[config.mk]
export PLATFORM = sky130hd
export DESIGN_NAME = sbus_frame_receiver
export DESIGN_NICKNAME = d
export VERILOG_FILES = /design/src/rtl/sbfr_pkg.sv /design/src/rtl/sbfr_front.sv /design/src/rtl/sbfr_queue.sv /design/src/rtl/sbfr_back.sv /design/src/rtl/sbus_frame_receiver.sv
export VERILOG_INCLUDE_DIRS = /design/src /design/src/rtl
export SDC_FILE = /design/constraint.sdc
export NUM_CORES = 1
export LEC_CHECK = 0
export BUFFER_PORTS_ARGS = -buffer_cell sky130_fd_sc_hd__buf_2
export CORE_UTILIZATION = 59
export DETAILED_ROUTE_END_ITERATION = 10
export MAX_ROUTING_LAYER = met4
export PLACE_DENSITY_LB_ADDON = 0.15
export SETUP_SLACK_MARGIN = 0.4
export SKIP_LAST_GASP = 1
export SYNTH_ARGS = -nofsm -noshare
export SYNTH_HDL_FRONTEND = slang
export SYNTH_HIERARCHICAL = 1
export SYNTH_SLANG_ARGS = --single-unit
[constraint.sdc]
create_clock -name clk_i -period 7.2 [get_ports clk_i]
set_clock_uncertainty 0.05 [all_clocks]
set_input_delay 0.72 -clock clk_i [delete_from_list [all_inputs] [get_ports clk_i]]
set_output_delay 0.72 -clock clk_i [all_outputs]
set_load 0.02 [all_outputs]
[src/rtl/sbus_frame_receiver_assert.svh]
// Assertion macros shared by the frame receiver modules.
`ifndef SBUS_FRAME_RECEIVER_ASSERT_SVH
`define SBUS_FRAME_RECEIVER_ASSERT_SVH

// The property must hold at every clock edge outside reset.
`define SBFR_ASSERT(lbl, prop, msg) \
  lbl: assert property (@(posedge clk_i) disable iff (!rst_ni) (prop)) else $error(msg);

// When the antecedent holds, the consequent must hold at the next clock edge.
`define SBFR_ASSERT_NEXT(lbl, ante, cons, msg) \
  lbl: assert property (@(posedge clk_i) disable iff (!rst_ni) (ante) |=> (cons)) \
    else $error(msg);

`endif

[src/rtl/sbfr_pkg.sv]
// Shared constants and types for the frame receiver.
`default_nettype none

package sbfr_pkg;

  localparam int FRAME_LENGTH = 25;
  localparam int POS_W        = 5;
  localparam logic [POS_W-1:0] POS_MAX = '1;
  localparam logic [POS_W-1:0] END_POS = POS_W'(FRAME_LENGTH - 1);

  localparam logic [7:0] START_BYTE = 8'h0F;
  localparam logic [7:0] END_BYTE   = 8'h00;

  localparam int CH_W       = 11;
  localparam int NUM_CH     = 8;
  localparam int FRAME_BITS = NUM_CH * CH_W;
  localparam int STORE_LAST = FRAME_BITS / 8;
  localparam int STORE_IDX_W = $clog2(STORE_LAST + 1);

  // Channel numbers (from zero) of the two mode switches.
  localparam int SW_A_CH = 2;
  localparam int SW_B_CH = 7;

  localparam logic [CH_W-1:0] THRESHOLD_RESET = CH_W'(1500);

  localparam int IN_TDATA_W  = 8;
  localparam int OUT_TDATA_W = ((FRAME_BITS + 1 + 7) / 8) * 8;

  localparam int Q_DEPTH = 2;
  localparam int Q_PTR_W = $clog2(Q_DEPTH);
  localparam int Q_CNT_W = $clog2(Q_DEPTH + 1);

  // Frame bytes 1 to 11 packed little-endian: channel k sits at bit 11*k.
  typedef logic [FRAME_BITS-1:0] frame_t;

  typedef struct packed {
    logic full;
    logic empty;
  } q_stat_t;

endpackage

`default_nettype wire

[src/rtl/sbfr_front.sv]
// Front end: hunts for the start byte, counts and stores frame bytes.
`default_nettype none

module sbfr_front (
  input  wire logic                     clk_i,
  input  wire logic                     rst_ni,
  input  wire logic                     byte_valid_i,
  output logic                          byte_ready_o,
  input  wire logic [7:0]               byte_i,
  input  wire sbfr_pkg::q_stat_t        q_stat_i,
  output logic                          push_o,
  output sbfr_pkg::frame_t              push_data_o
);

  logic [sbfr_pkg::POS_W-1:0] pos_q, pos_d;
  logic [7:0] store_q [1:sbfr_pkg::STORE_LAST];
  logic       accept;
  logic       frame_end;
  logic       store_en;

  assign byte_ready_o = !q_stat_i.full;
  assign accept       = byte_valid_i && byte_ready_o;
  assign frame_end    = (pos_q >= sbfr_pkg::END_POS) && (byte_i == sbfr_pkg::END_BYTE);
  assign push_o       = accept && (pos_q != '0) && frame_end;
  assign store_en     = accept && (pos_q != '0) && !frame_end &&
                        (pos_q <= sbfr_pkg::POS_W'(sbfr_pkg::STORE_LAST));

  always_comb begin
    for (int i = 1; i <= sbfr_pkg::STORE_LAST; i++) begin
      push_data_o[8*(i-1) +: 8] = store_q[i];
    end
  end

  always_comb begin
    pos_d = pos_q;
    if (accept) begin
      if (pos_q == '0) begin
        if (byte_i == sbfr_pkg::START_BYTE) begin
          pos_d = sbfr_pkg::POS_W'(1);
        end
      end else if (frame_end) begin
        pos_d = '0;
      end else if (pos_q != sbfr_pkg::POS_MAX) begin
        pos_d = pos_q + sbfr_pkg::POS_W'(1);
      end
    end
  end

  always_ff @(posedge clk_i or negedge rst_ni) begin
    if (!rst_ni) begin
      pos_q <= '0;
    end else begin
      pos_q <= pos_d;
    end
  end

  always_ff @(posedge clk_i) begin
    if (store_en) begin
      store_q[pos_q[sbfr_pkg::STORE_IDX_W-1:0]] <= byte_i;
    end
  end

`include "sbus_frame_receiver_assert.svh"
  `SBFR_ASSERT_NEXT(a_push_restarts_hunt, push_o, pos_q == '0, "front: position not cleared after frame end")
  `SBFR_ASSERT_NEXT(a_hunt_ignores_noise, accept && (pos_q == '0) && (byte_i != sbfr_pkg::START_BYTE), pos_q == '0, "front: left hunting on a non-start byte")
  `SBFR_ASSERT(a_no_push_when_full, !(push_o && q_stat_i.full), "front: frame pushed into a full queue")

endmodule

`default_nettype wire

[src/rtl/sbfr_queue.sv]
// Short queue of completed frames between the front and back ends.
`default_nettype none

module sbfr_queue (
  input  wire logic              clk_i,
  input  wire logic              rst_ni,
  input  wire logic              push_i,
  input  wire sbfr_pkg::frame_t  push_data_i,
  input  wire logic              pop_i,
  output sbfr_pkg::frame_t       pop_data_o,
  output sbfr_pkg::q_stat_t      stat_o
);

  sbfr_pkg::frame_t mem_q [sbfr_pkg::Q_DEPTH];
  logic [sbfr_pkg::Q_PTR_W-1:0] wr_ptr_q, rd_ptr_q;
  logic [sbfr_pkg::Q_CNT_W-1:0] count_q;

  assign stat_o.full  = (count_q == sbfr_pkg::Q_CNT_W'(sbfr_pkg::Q_DEPTH));
  assign stat_o.empty = (count_q == '0);
  assign pop_data_o   = mem_q[rd_ptr_q];

  always_ff @(posedge clk_i or negedge rst_ni) begin
    if (!rst_ni) begin
      wr_ptr_q <= '0;
      rd_ptr_q <= '0;
      count_q  <= '0;
    end else begin
      if (push_i) begin
        wr_ptr_q <= (wr_ptr_q == sbfr_pkg::Q_PTR_W'(sbfr_pkg::Q_DEPTH - 1)) ?
                    '0 : wr_ptr_q + sbfr_pkg::Q_PTR_W'(1);
      end
      if (pop_i) begin
        rd_ptr_q <= (rd_ptr_q == sbfr_pkg::Q_PTR_W'(sbfr_pkg::Q_DEPTH - 1)) ?
                    '0 : rd_ptr_q + sbfr_pkg::Q_PTR_W'(1);
      end
      if (push_i && !pop_i) begin
        count_q <= count_q + sbfr_pkg::Q_CNT_W'(1);
      end else if (pop_i && !push_i) begin
        count_q <= count_q - sbfr_pkg::Q_CNT_W'(1);
      end
    end
  end

  always_ff @(posedge clk_i) begin
    if (push_i) begin
      mem_q[wr_ptr_q] <= push_data_i;
    end
  end

endmodule

`default_nettype wire

[src/rtl/sbfr_back.sv]
// Back end: checks the mode switches and holds the result for the output.
`default_nettype none

module sbfr_back (
  input  wire logic                          clk_i,
  input  wire logic                          rst_ni,
  input  wire logic                          cfg_we_i,
  input  wire logic [sbfr_pkg::CH_W-1:0]     cfg_wdata_i,
  input  wire sbfr_pkg::q_stat_t             q_stat_i,
  input  wire sbfr_pkg::frame_t              frame_i,
  output logic                               pop_o,
  output logic                               out_valid_o,
  input  wire logic                          out_ready_i,
  output logic [sbfr_pkg::OUT_TDATA_W-1:0]   out_data_o
);

  logic [sbfr_pkg::CH_W-1:0] threshold_q;
  logic                      latched_q, latched_d;
  logic                      out_valid_q;
  sbfr_pkg::frame_t          frame_q;
  logic                      entered_q, entered_d;
  logic [sbfr_pkg::CH_W-1:0] sw_a, sw_b;

  assign sw_a  = frame_i[sbfr_pkg::SW_A_CH*sbfr_pkg::CH_W +: sbfr_pkg::CH_W];
  assign sw_b  = frame_i[sbfr_pkg::SW_B_CH*sbfr_pkg::CH_W +: sbfr_pkg::CH_W];
  assign pop_o = !q_stat_i.empty && (!out_valid_q || out_ready_i);

  always_comb begin
    latched_d = latched_q;
    entered_d = 1'b0;
    if (pop_o && !latched_q && (sw_a > threshold_q) && (sw_b > threshold_q)) begin
      latched_d = 1'b1;
      entered_d = 1'b1;
    end
  end

  always_ff @(posedge clk_i or negedge rst_ni) begin
    if (!rst_ni) begin
      threshold_q <= sbfr_pkg::THRESHOLD_RESET;
      latched_q   <= 1'b0;
      out_valid_q <= 1'b0;
    end else begin
      if (cfg_we_i) begin
        threshold_q <= cfg_wdata_i;
      end
      latched_q <= latched_d;
      if (pop_o) begin
        out_valid_q <= 1'b1;
      end else if (out_ready_i) begin
        out_valid_q <= 1'b0;
      end
    end
  end

  always_ff @(posedge clk_i) begin
    if (pop_o) begin
      frame_q   <= frame_i;
      entered_q <= entered_d;
    end
  end

  assign out_valid_o = out_valid_q;
  assign out_data_o  = {(sbfr_pkg::OUT_TDATA_W - sbfr_pkg::FRAME_BITS - 1)'(0),
                        entered_q, frame_q};

`include "sbus_frame_receiver_assert.svh"
  `SBFR_ASSERT(a_latch_sticks, !$fell(latched_q), "back: remote mode latch cleared")
  `SBFR_ASSERT(a_entered_implies_latched, !(out_valid_q && entered_q) || latched_q, "back: beep request without latched remote mode")
  `SBFR_ASSERT_NEXT(a_pop_fills_output, pop_o, out_valid_q, "back: popped frame not presented")

endmodule

`default_nettype wire

[src/rtl/sbus_frame_receiver.sv]
// Top level of the serial-bus frame receiver with remote-mode switch.
//
// Input channel (s_axis): one received serial byte per item. While hunting,
// every byte other than the start byte 0x0F is dropped. After the start byte
// the bytes are counted (saturating at 31); bytes 1 to 11 are kept. Once at
// least 24 bytes of the frame are held, a 0x00 byte closes the frame.
// Output channel (m_axis): one item per closed frame carrying the eight
// 11-bit channels and the entered_remote flag. The flag is 1 only for the
// frame that first sees channels 3 and 8 above switch_threshold; it asks
// for a short beep and latches remote mode until reset.
// Configuration: cfg_we_i writes cfg_wdata_i into switch_threshold in the
// same cycle; write it only while no frame is in flight.
// The closing byte queues its frame; the pop of that frame sets m_axis_tvalid_o.
// Throughput: one byte per cycle. A two-entry frame queue parts the byte
// front end from the result register, so bytes keep flowing while a result
// waits; s_axis_tready_o drops only once two finished frames are queued
// behind a stalled output.
// Reset: hunting for the start byte, threshold 1500, remote mode clear,
// queue and output empty.
`default_nettype none

module sbus_frame_receiver (
  input  wire logic                               clk_i,
  input  wire logic                               rst_ni,
  input  wire logic                               cfg_we_i,
  input  wire logic [sbfr_pkg::CH_W-1:0]          cfg_wdata_i,      // switch_threshold
  input  wire logic                               s_axis_tvalid_i,
  output logic                                    s_axis_tready_o,
  input  wire logic [sbfr_pkg::IN_TDATA_W-1:0]    s_axis_tdata_i,   // rx_byte
  output logic                                    m_axis_tvalid_o,
  input  wire logic                               m_axis_tready_i,
  // From bit 0 up: channel_1 .. channel_8 (11 bits each), entered_remote, zero pad.
  output logic [sbfr_pkg::OUT_TDATA_W-1:0]        m_axis_tdata_o
);

  sbfr_pkg::q_stat_t q_stat;
  sbfr_pkg::frame_t  push_data;
  sbfr_pkg::frame_t  pop_data;
  logic              push;
  logic              pop;

  sbfr_front u_front (
    .clk_i        (clk_i),
    .rst_ni       (rst_ni),
    .byte_valid_i (s_axis_tvalid_i),
    .byte_ready_o (s_axis_tready_o),
    .byte_i       (s_axis_tdata_i),
    .q_stat_i     (q_stat),
    .push_o       (push),
    .push_data_o  (push_data)
  );

  sbfr_queue u_queue (
    .clk_i       (clk_i),
    .rst_ni      (rst_ni),
    .push_i      (push),
    .push_data_i (push_data),
    .pop_i       (pop),
    .pop_data_o  (pop_data),
    .stat_o      (q_stat)
  );

  sbfr_back u_back (
    .clk_i       (clk_i),
    .rst_ni      (rst_ni),
    .cfg_we_i    (cfg_we_i),
    .cfg_wdata_i (cfg_wdata_i),
    .q_stat_i    (q_stat),
    .frame_i     (pop_data),
    .pop_o       (pop),
    .out_valid_o (m_axis_tvalid_o),
    .out_ready_i (m_axis_tready_i),
    .out_data_o  (m_axis_tdata_o)
  );

endmodule

`default_nettype wire

# Word-level counts from Yosys, hierarchy flattened
# Memory sizes are Yosys's and may differ from the RTL's.
# Index checks and enable logic that the tools add are counted.
[op_classes]
addsub = 5
mul = 0
div_mod_pow = 0
eq_ne = 4
n_mux = 15
bitwise_logic = 0
n_shift = 0
reduce_logical = 28
n_lt_le_gt_ge = 4
[ops]
columns = ["cell", "count"]
rows = [
  ["11-bit > comparator", 2],
  ["5-bit 2-to-1 mux", 4],
  ["1-bit logical AND", 12],
  ["1-bit 2-to-1 mux", 9],
  ["8-bit by 4-bit == test with 1-bit output, second input constant", 1],
  ["8-bit zero test", 1],
  ["1-bit zero test", 7],
  ["5-bit by 1-bit adder with 5-bit output, second input constant", 1],
  ["5-bit >= comparator, second input constant", 1],
  ["5-bit by 4-bit <= comparator with 1-bit output, second input constant", 1],
  ["5-bit zero test", 1],
  ["5-bit != test, second input constant", 1],
  ["5-bit nonzero test", 1],
  ["2-bit 2-to-1 mux", 2],
  ["2-bit nonzero test", 2],
  ["3-bit AND reduction", 1],
  ["3-bit nonzero test", 1],
  ["1-bit adder, second input constant", 2],
  ["2-bit by 1-bit adder with 2-bit output, second input constant", 1],
  ["2-bit == test, second input constant", 1],
  ["2-bit zero test", 1],
  ["2-bit != test, second input constant", 1],
  ["2-bit by 1-bit subtractor with 2-bit output, second input constant", 1],
  ["1-bit logical OR", 1],
]
[totals]
ram_bits = 264
mem_bits_ro = 0
input_bits = 24
ff_bits = 111
output_inout_bits = 98
latchBits = 0
mem_count = 2
wordCells = 67
[memory_table]
columns = ["memory", "depth", "width", "read_ports", "rd_ports_with_merged_regs", "wr", "line_no", "text"]
rows = [
  ["u_queue.mem_q", 2, 88, 1, 0, 1, "sbfr_queue.sv:14", "sbfr_pkg::frame_t mem_q [sbfr_pkg::Q_DEPTH];"],
  ["u_front.store_q", 11, 8, 11, 0, 1, "sbfr_front.sv:16", "logic [7:0] store_q [1:sbfr_pkg::STORE_LAST];"],
]

# Logic depth before layout (Yosys ltp)
[logic_depth]
depth_word = 9
mapped_depth = 10
ltp_nobuf = 9

# Modules after synthesis
# The synthesis kept the hierarchy.
[by_module_without_submodules]
columns = ["module", "cells_per_inst", "seq_area_each_um2", "area_each_um2", "n_inst"]
rows = [
  ["sbfr_queue", 290, 5385.2, 6568.8, 1],
  ["sbfr_back", 207, 3006.6, 3727.3, 1],
  ["sbfr_front", 149, 2767.7, 3165.5, 1],
]

# Worst setup path after synthesis
# OpenSTA, ideal clock, no wires.
[synth_path]
kind = "in2reg"
from = "input s_axis_tdata_i[0] in the netlist's numbering"
to = "memory u_queue/mem_q[0][0] in the netlist's numbering (enable)"
cell_stages = 4
setup_time_ns = 0.546
arrival_ns = 5.378
path_buffers = 0
required_time_ns = 6.604
setup_slack_ns = 1.226
cell_sequence = "nor4_2 -> nand4_1 -> nor2_1 -> nor2b_1"
[synth_between]
elab_chain_cells = 5
[synth_lines]
columns = ["element", "line_no", "text"]
rows = [
  ["from (decl)", "sbus_frame_receiver.sv:29", "input wire logic [sbfr_pkg::IN_TDATA_W-1:0] s_axis_tdata_i,"],
  ["8-bit zero test", "sbfr_front.sv:23", "assign frame_end = (pos_q >= sbfr_pkg::END_POS) && (byte_i == sbfr_pkg::END_BYTE);"],
  ["1-bit logical AND", "sbfr_front.sv:23", ""],
  ["1-bit logical AND", "sbfr_front.sv:24", "assign push_o = accept && (pos_q != '0) && frame_end;"],
  ["named net push", "sbus_frame_receiver.sv:39", "logic push;"],
  ["1-bit 2-to-1 mux", "sbfr_queue.sv:45", "if (push_i) begin"],
  ["1-bit 2-to-1 mux (not written as such)", "sbfr_queue.sv:46", "mem_q[wr_ptr_q] <= push_data_i;"],
  ["to (decl)", "sbfr_queue.sv:14", ""],
]
# The timed path passes the listed nets, and every way through them passes these cells.

# Worst setup path after layout
[layout_path]
from = "register u_queue.rd_ptr_q"
to = "register u_back.latched_q"
[layout_between]
elab_cells_between_ends = 5
cone_classes = "order compare (2); reduce/logical (2); memory (1)"
[layout_rtl]
columns = ["element", "line_no", "text"]
rows = [
  ["from (decl)", "sbfr_queue.sv:15", "logic [sbfr_pkg::Q_PTR_W-1:0] wr_ptr_q, rd_ptr_q;"],
  ["from (signal assigned)", "sbfr_queue.sv:33", "rd_ptr_q <= (rd_ptr_q == sbfr_pkg::Q_PTR_W'(sbfr_pkg::Q_DEPTH - 1)) ?"],
  ["memory 2 x 88 bit", "n/a", ""],
  ["named net pop_data[86]", "sbus_frame_receiver.sv:38", "sbfr_pkg::frame_t pop_data;"],
  ["11-bit > comparator", "sbfr_back.sv:31", "if (pop_o && !latched_q && (sw_a > threshold_q) && (sw_b > threshold_q)) begin"],
  ["1-bit logical AND", "sbfr_back.sv:31", ""],
  ["to (signal assigned)", "sbfr_back.sv:46", "latched_q <= latched_d;"],
  ["to (decl)", "sbfr_back.sv:18", "logic latched_q, latched_d;"],
]
# The timed path passes the listed nets, and every way through them passes these cells.
# A chain may end at the register's enable or synchronous reset.

==> flow_results.xml <==
<?xml version="1.0" encoding="UTF-8"?>
<metrics>
  <group name="placement">
    <metric name="cell_count_post_placement" unit="">1031</metric>
    <metric name="buffers_added_on_ports" unit="">114</metric>
    <metric name="place.detailed.hpwl" unit="mm">14.2</metric>
    <metric name="gp_congestion" unit="">0.846</metric>
    <metric name="pre_cts_slack" unit="ps">3370</metric>
    <metric name="placed_cell_area" unit="sq um">14300</metric>
  </group>
  <group name="synthesis">
    <metric name="cell_variety_after_synth" unit="">46</metric>
    <metric name="synth_area_in_adders" unit="%">2.60</metric>
    <metric name="synth_mux_area_share" unit="%">7.98</metric>
    <metric name="simple_gate_portion_of_the_synthesized_area" unit="%">3.03</metric>
    <metric name="synth_sequential_area_ratio" unit="%">82.9</metric>
    <metric name="syn-cell-area" unit="sq um">13500</metric>
    <metric name="synth_warn" unit="">6</metric>
    <metric name="syn-mean-instance-area" unit="sq um">20.8</metric>
    <metric name="syn_inst" unit="">646</metric>
    <metric name="synth_compound_area_share" unit="%">1.59</metric>
    <metric name="synth_top_family_by_area" unit="">multiplexers</metric>
    <metric name="synthXorXnorAreaFrac" unit="%">0.325</metric>
    <metric name="postSynthRegisterBits" unit="">375</metric>
  </group>
  <group name="global_route">
    <metric name="grt_remaining_overflow" unit="">0</metric>
    <metric name="pin_count_of_the_biggest_net_entering_global_routing" unit="">73</metric>
    <metric name="globalRouteTotalUtil" unit="%">21.2</metric>
    <metric name="grt_first_pass_wirelength" unit="mm">35.9</metric>
    <metric name="grt_antenna_before_repair" unit="">0</metric>
    <metric name="first_global_vias" unit="">6303</metric>
  </group>
  <group name="clocking">
    <metric name="clkSinkCount" unit="">375</metric>
    <metric name="cts_setup_buffers" unit="">0</metric>
    <metric name="ctsHtreeMaxLevel" unit="">2</metric>
    <metric name="cts.reportedPaths.clkPinSlew" unit="ps">60</metric>
    <metric name="clock_tree_from_tritoncts" unit="">done</metric>
    <metric name="clkLatencyLatePin" unit="ps">510</metric>
    <metric name="cts_resized" unit="">0</metric>
    <metric name="clock_path_buffers" unit="">3</metric>
    <metric name="ctsRootBufferMaster" unit="">sky130_fd_sc_hd__clkbuf_16</metric>
    <metric name="cts_inserted_buffers" unit="">37</metric>
    <metric name="hold_buffers" unit="">0</metric>
  </group>
  <group name="layout">
    <metric name="syn_to_final_growth" unit="%">15.0</metric>
    <metric name="num_antenna_cells" unit="">0</metric>
    <metric name="layout_common_cells" unit="">sky130_fd_sc_hd__edfxtp_1, sky130_fd_sc_hd__buf_2, sky130_fd_sc_hd__mux2_2, sky130_fd_sc_hd__clkbuf_16, sky130_fd_sc_hd__ha_1</metric>
    <metric name="ff_latch_area" unit="sq um">11200</metric>
    <metric name="fraction_of_final_layout_cells_sized_beyond_drive_strength_1" unit="%">34.1</metric>
    <metric name="utilization" unit="%">70.1</metric>
    <metric name="final_net_count" unit="">842</metric>
    <metric name="layout_commonest_cell" unit="">sky130_fd_sc_hd__edfxtp_1</metric>
    <metric name="multi_input_area" unit="sq um">2130</metric>
    <metric name="postLayoutCellArea" unit="sq um">15500</metric>
    <metric name="instances_no_fill" unit="">1097</metric>
    <metric name="n_fill_cell" unit="">1379</metric>
  </group>
  <group name="critical_path">
    <metric name="crit_fanout" unit="">55</metric>
    <metric name="crit_required" unit="ps">7550</metric>
    <metric name="crit_type" unit="">register to register</metric>
    <metric name="crit_slowest_cell" unit="">sky130_fd_sc_hd__dfrtp_4</metric>
    <metric name="critical_path.endpoint_type" unit="">register</metric>
    <metric name="critical_path_arrival" unit="ps">3900</metric>
    <metric name="critical_path.cell_chain" unit="">buf_4, mux2_2, ha_1, nand4_1, or3_2, o211ai_1, a311oi_2, or2_1</metric>
    <metric name="timing.critical_path.from_type" unit="">register</metric>
    <metric name="cp_slowest_stage_delay" unit="ps">740</metric>
  </group>
  <group name="detailed_routing">
    <metric name="wire_per_inst" unit="um">20.9</metric>
    <metric name="drt-initial-drc-count" unit="">366</metric>
    <metric name="drt-total-wl" unit="mm">22.9</metric>
    <metric name="ant_nets" unit="">0</metric>
    <metric name="detail_route.first_pass.iterations" unit="">5</metric>
    <metric name="total_vias_in_the_final_route" unit="">6031</metric>
    <metric name="drc" unit="">0</metric>
    <metric name="vias_per_cell" unit="">5.50</metric>
  </group>
  <group name="sta">
    <metric name="finalSetupTns" unit="ps">0</metric>
    <metric name="fmax" unit="MHz">282</metric>
    <metric name="crit_path_setup_slack_layout" unit="ps">3650</metric>
    <metric name="finalHoldWorstSlack" unit="ps">132</metric>
    <metric name="rsz_0062_raised_after_global_routing" unit="">no</metric>
    <metric name="tightest_slew" unit="ps">1010</metric>
    <metric name="finalHoldViolations" unit="">0</metric>
    <metric name="layout_worst_path_cycle_share" unit="%">49.3</metric>
    <metric name="report.final.setup_viol" unit="">0</metric>
    <metric name="timing.final.max_slew_violations" unit="">0</metric>
    <metric name="final.min_clock_period" unit="ps">3550</metric>
    <metric name="max-slew-margin-rel" unit="%">33.0</metric>
  </group>
  <group name="job">
    <metric name="maxCapViolations" unit="">0</metric>
  </group>
  <group name="power">
    <metric name="power.share.switching" unit="%">26.7</metric>
    <metric name="cellInternalPower" unit="mW">4.19</metric>
    <metric name="power.density_cell_area" unit="nW/um^2">369</metric>
    <metric name="p_sw" unit="mW">1.53</metric>
    <metric name="final_total_pwr" unit="mW">5.72</metric>
    <metric name="p_leak" unit="nW">5.50</metric>
    <metric name="sequentialPowerShare" unit="%">49.1</metric>
    <metric name="share_clk_of_total_power" unit="%">31.9</metric>
    <metric name="peakVddDrop" unit="mV">0.224</metric>
    <metric name="power.combinational.fraction" unit="%">19.0</metric>
  </group>
  <group name="die">
    <metric name="floorplan.core_area" unit="sq um">22100</metric>
    <metric name="design.portCount" unit="">122</metric>
    <metric name="fp.dieW" unit="um">153</metric>
    <metric name="fp.dieArea" unit="sq um">23400</metric>
    <metric name="rows" unit="">54</metric>
    <metric name="start_util" unit="%">60.9</metric>
    <metric name="chipHeight" unit="um">153</metric>
  </group>
  <group name="worst_hold_path">
    <metric name="hold_path.class" unit="">primary input to asynchronous set/reset pin</metric>
  </group>
  <group name="run_status">
    <metric name="run_status" unit="">finished clean</metric>
  </group>
</metrics>
[registers in the layout, indices dropped and copies added, names as in the netlist]
register and flops:
u_front/pos_q 5, u_back/latched_q 1, u_back/frame_q 88, u_queue/rd_ptr_q 1, u_back/entered_q 1, u_back/out_valid_o 1, u_queue/count_q 2, u_back/threshold_q 11
u_front/store_q 88, u_queue/mem_q 176, u_queue/wr_ptr_q 1
[layer usage]
metal / global-route usage [%] / share of wire, % / routed length, um / up-vias
met1: 29.1 / 45 / 10200 / 3022
met5: - / 0 / 0 / -
met3: 3.94 / 4.5 / 1040 / 55
met2: 32.6 / 49 / 11100 / 174
met4: 6.64 / 2.3 / 533 / 0
li1: - / - / - / 2780
[power groups by stage]
stage	clock, mW	sequential [mW]	combinational [mW]
final	1.82	2.81	1.09
after detailed placement	0	2.86	1.09
after CTS	1.86	2.82	1.10
after global placement	0	2.85	1.07
after global routing	1.95	2.84	1.17
after floorplan	0	3.06	0.573
[cell type report]
type,count,area share [%]
multi-input cells,238,13.8
repair buffers,119,3.93
clock buffers,56,6.84
flip-flops and latches,375,72.1
well taps,280,2.26
clock inverters,10,0.646
inverters,19,0.460
[final timing paths]
| kind | cells after the start | from | slack [ps] | end |
|---|---|---|---|---|
| max | 8 | u_queue/rd_ptr_q$_DFFE_PN0P_ | 3650 | u_back/latched_q$_DFFE_PN0P_ |
| min | 1 | rst_ni | 130 | u_back/latched_q$_DFFE_PN0P_ |
| max reg2reg | 8 | u_queue/rd_ptr_q$_DFFE_PN0P_ | 3650 | u_back/latched_q$_DFFE_PN0P_ |
| min reg2reg | 0 | u_front/store_q[6][2]$_DFFE_PP_ | 390 | u_queue/mem_q[1][42]$_DFFE_PP_ |
| max in group asynchronous | 1 | rst_ni | 6560 | u_queue/rd_ptr_q$_DFFE_PN0P_ |
| min in group clk_i | 3 | cfg_wdata_i[9] | 370 | u_back/threshold_q[9]$_DFFE_PN0P_ |
[critical path, delay by kind of cell (launching register included)]
family | cells | cell delay, ps
compound gates | 2 | 220
fa+ha+maj | 1 | 310
buf+inv | 1 | 710
mux | 1 | 430
flops | 1 | 740
simple gates | 3 | 890
[kinds of logic after synthesis]
family / Yosys count
xor+xnor: 5
other cells: 1
mux: 92
fa+ha+maj: 28
simple gates: 72
flops: 375
buf+inv: 39
compound gates: 34
[cell usage after synthesis (all sizes together)]
library cell  count  area share [%]
or3               2            0.10
nand2b            3            0.14
mux2             90             7.8
a21o              1           0.056
mux2i             2            0.15
ha               28             2.6
nor3              3            0.11
or2               1           0.047
and4              1           0.074
a21oi             6            0.22
edfxtp          353              79
xnor2             1           0.065
and2             12            0.56
nand4             4            0.19
o21ai            17            0.66
nand2            14            0.39
nand3b            1           0.056
a32o              1           0.084
nand3             8            0.39
a311oi            1            0.11
o21a              1           0.056
inv              19            0.53
dfrtp            15             2.8
a2111oi           1           0.065
conb              1           0.028
o21bai            1           0.056
and3              3            0.16
nor2             11            0.31
buf              18            0.96
a211oi            3            0.17
xor2              4            0.26
a21boi            1           0.056
nor2b             5            0.23
dfstp             7             1.4
nor4              4            0.28
o211ai            1           0.056
clkbuf            2           0.056
Power figures use the tool's default switching activity.
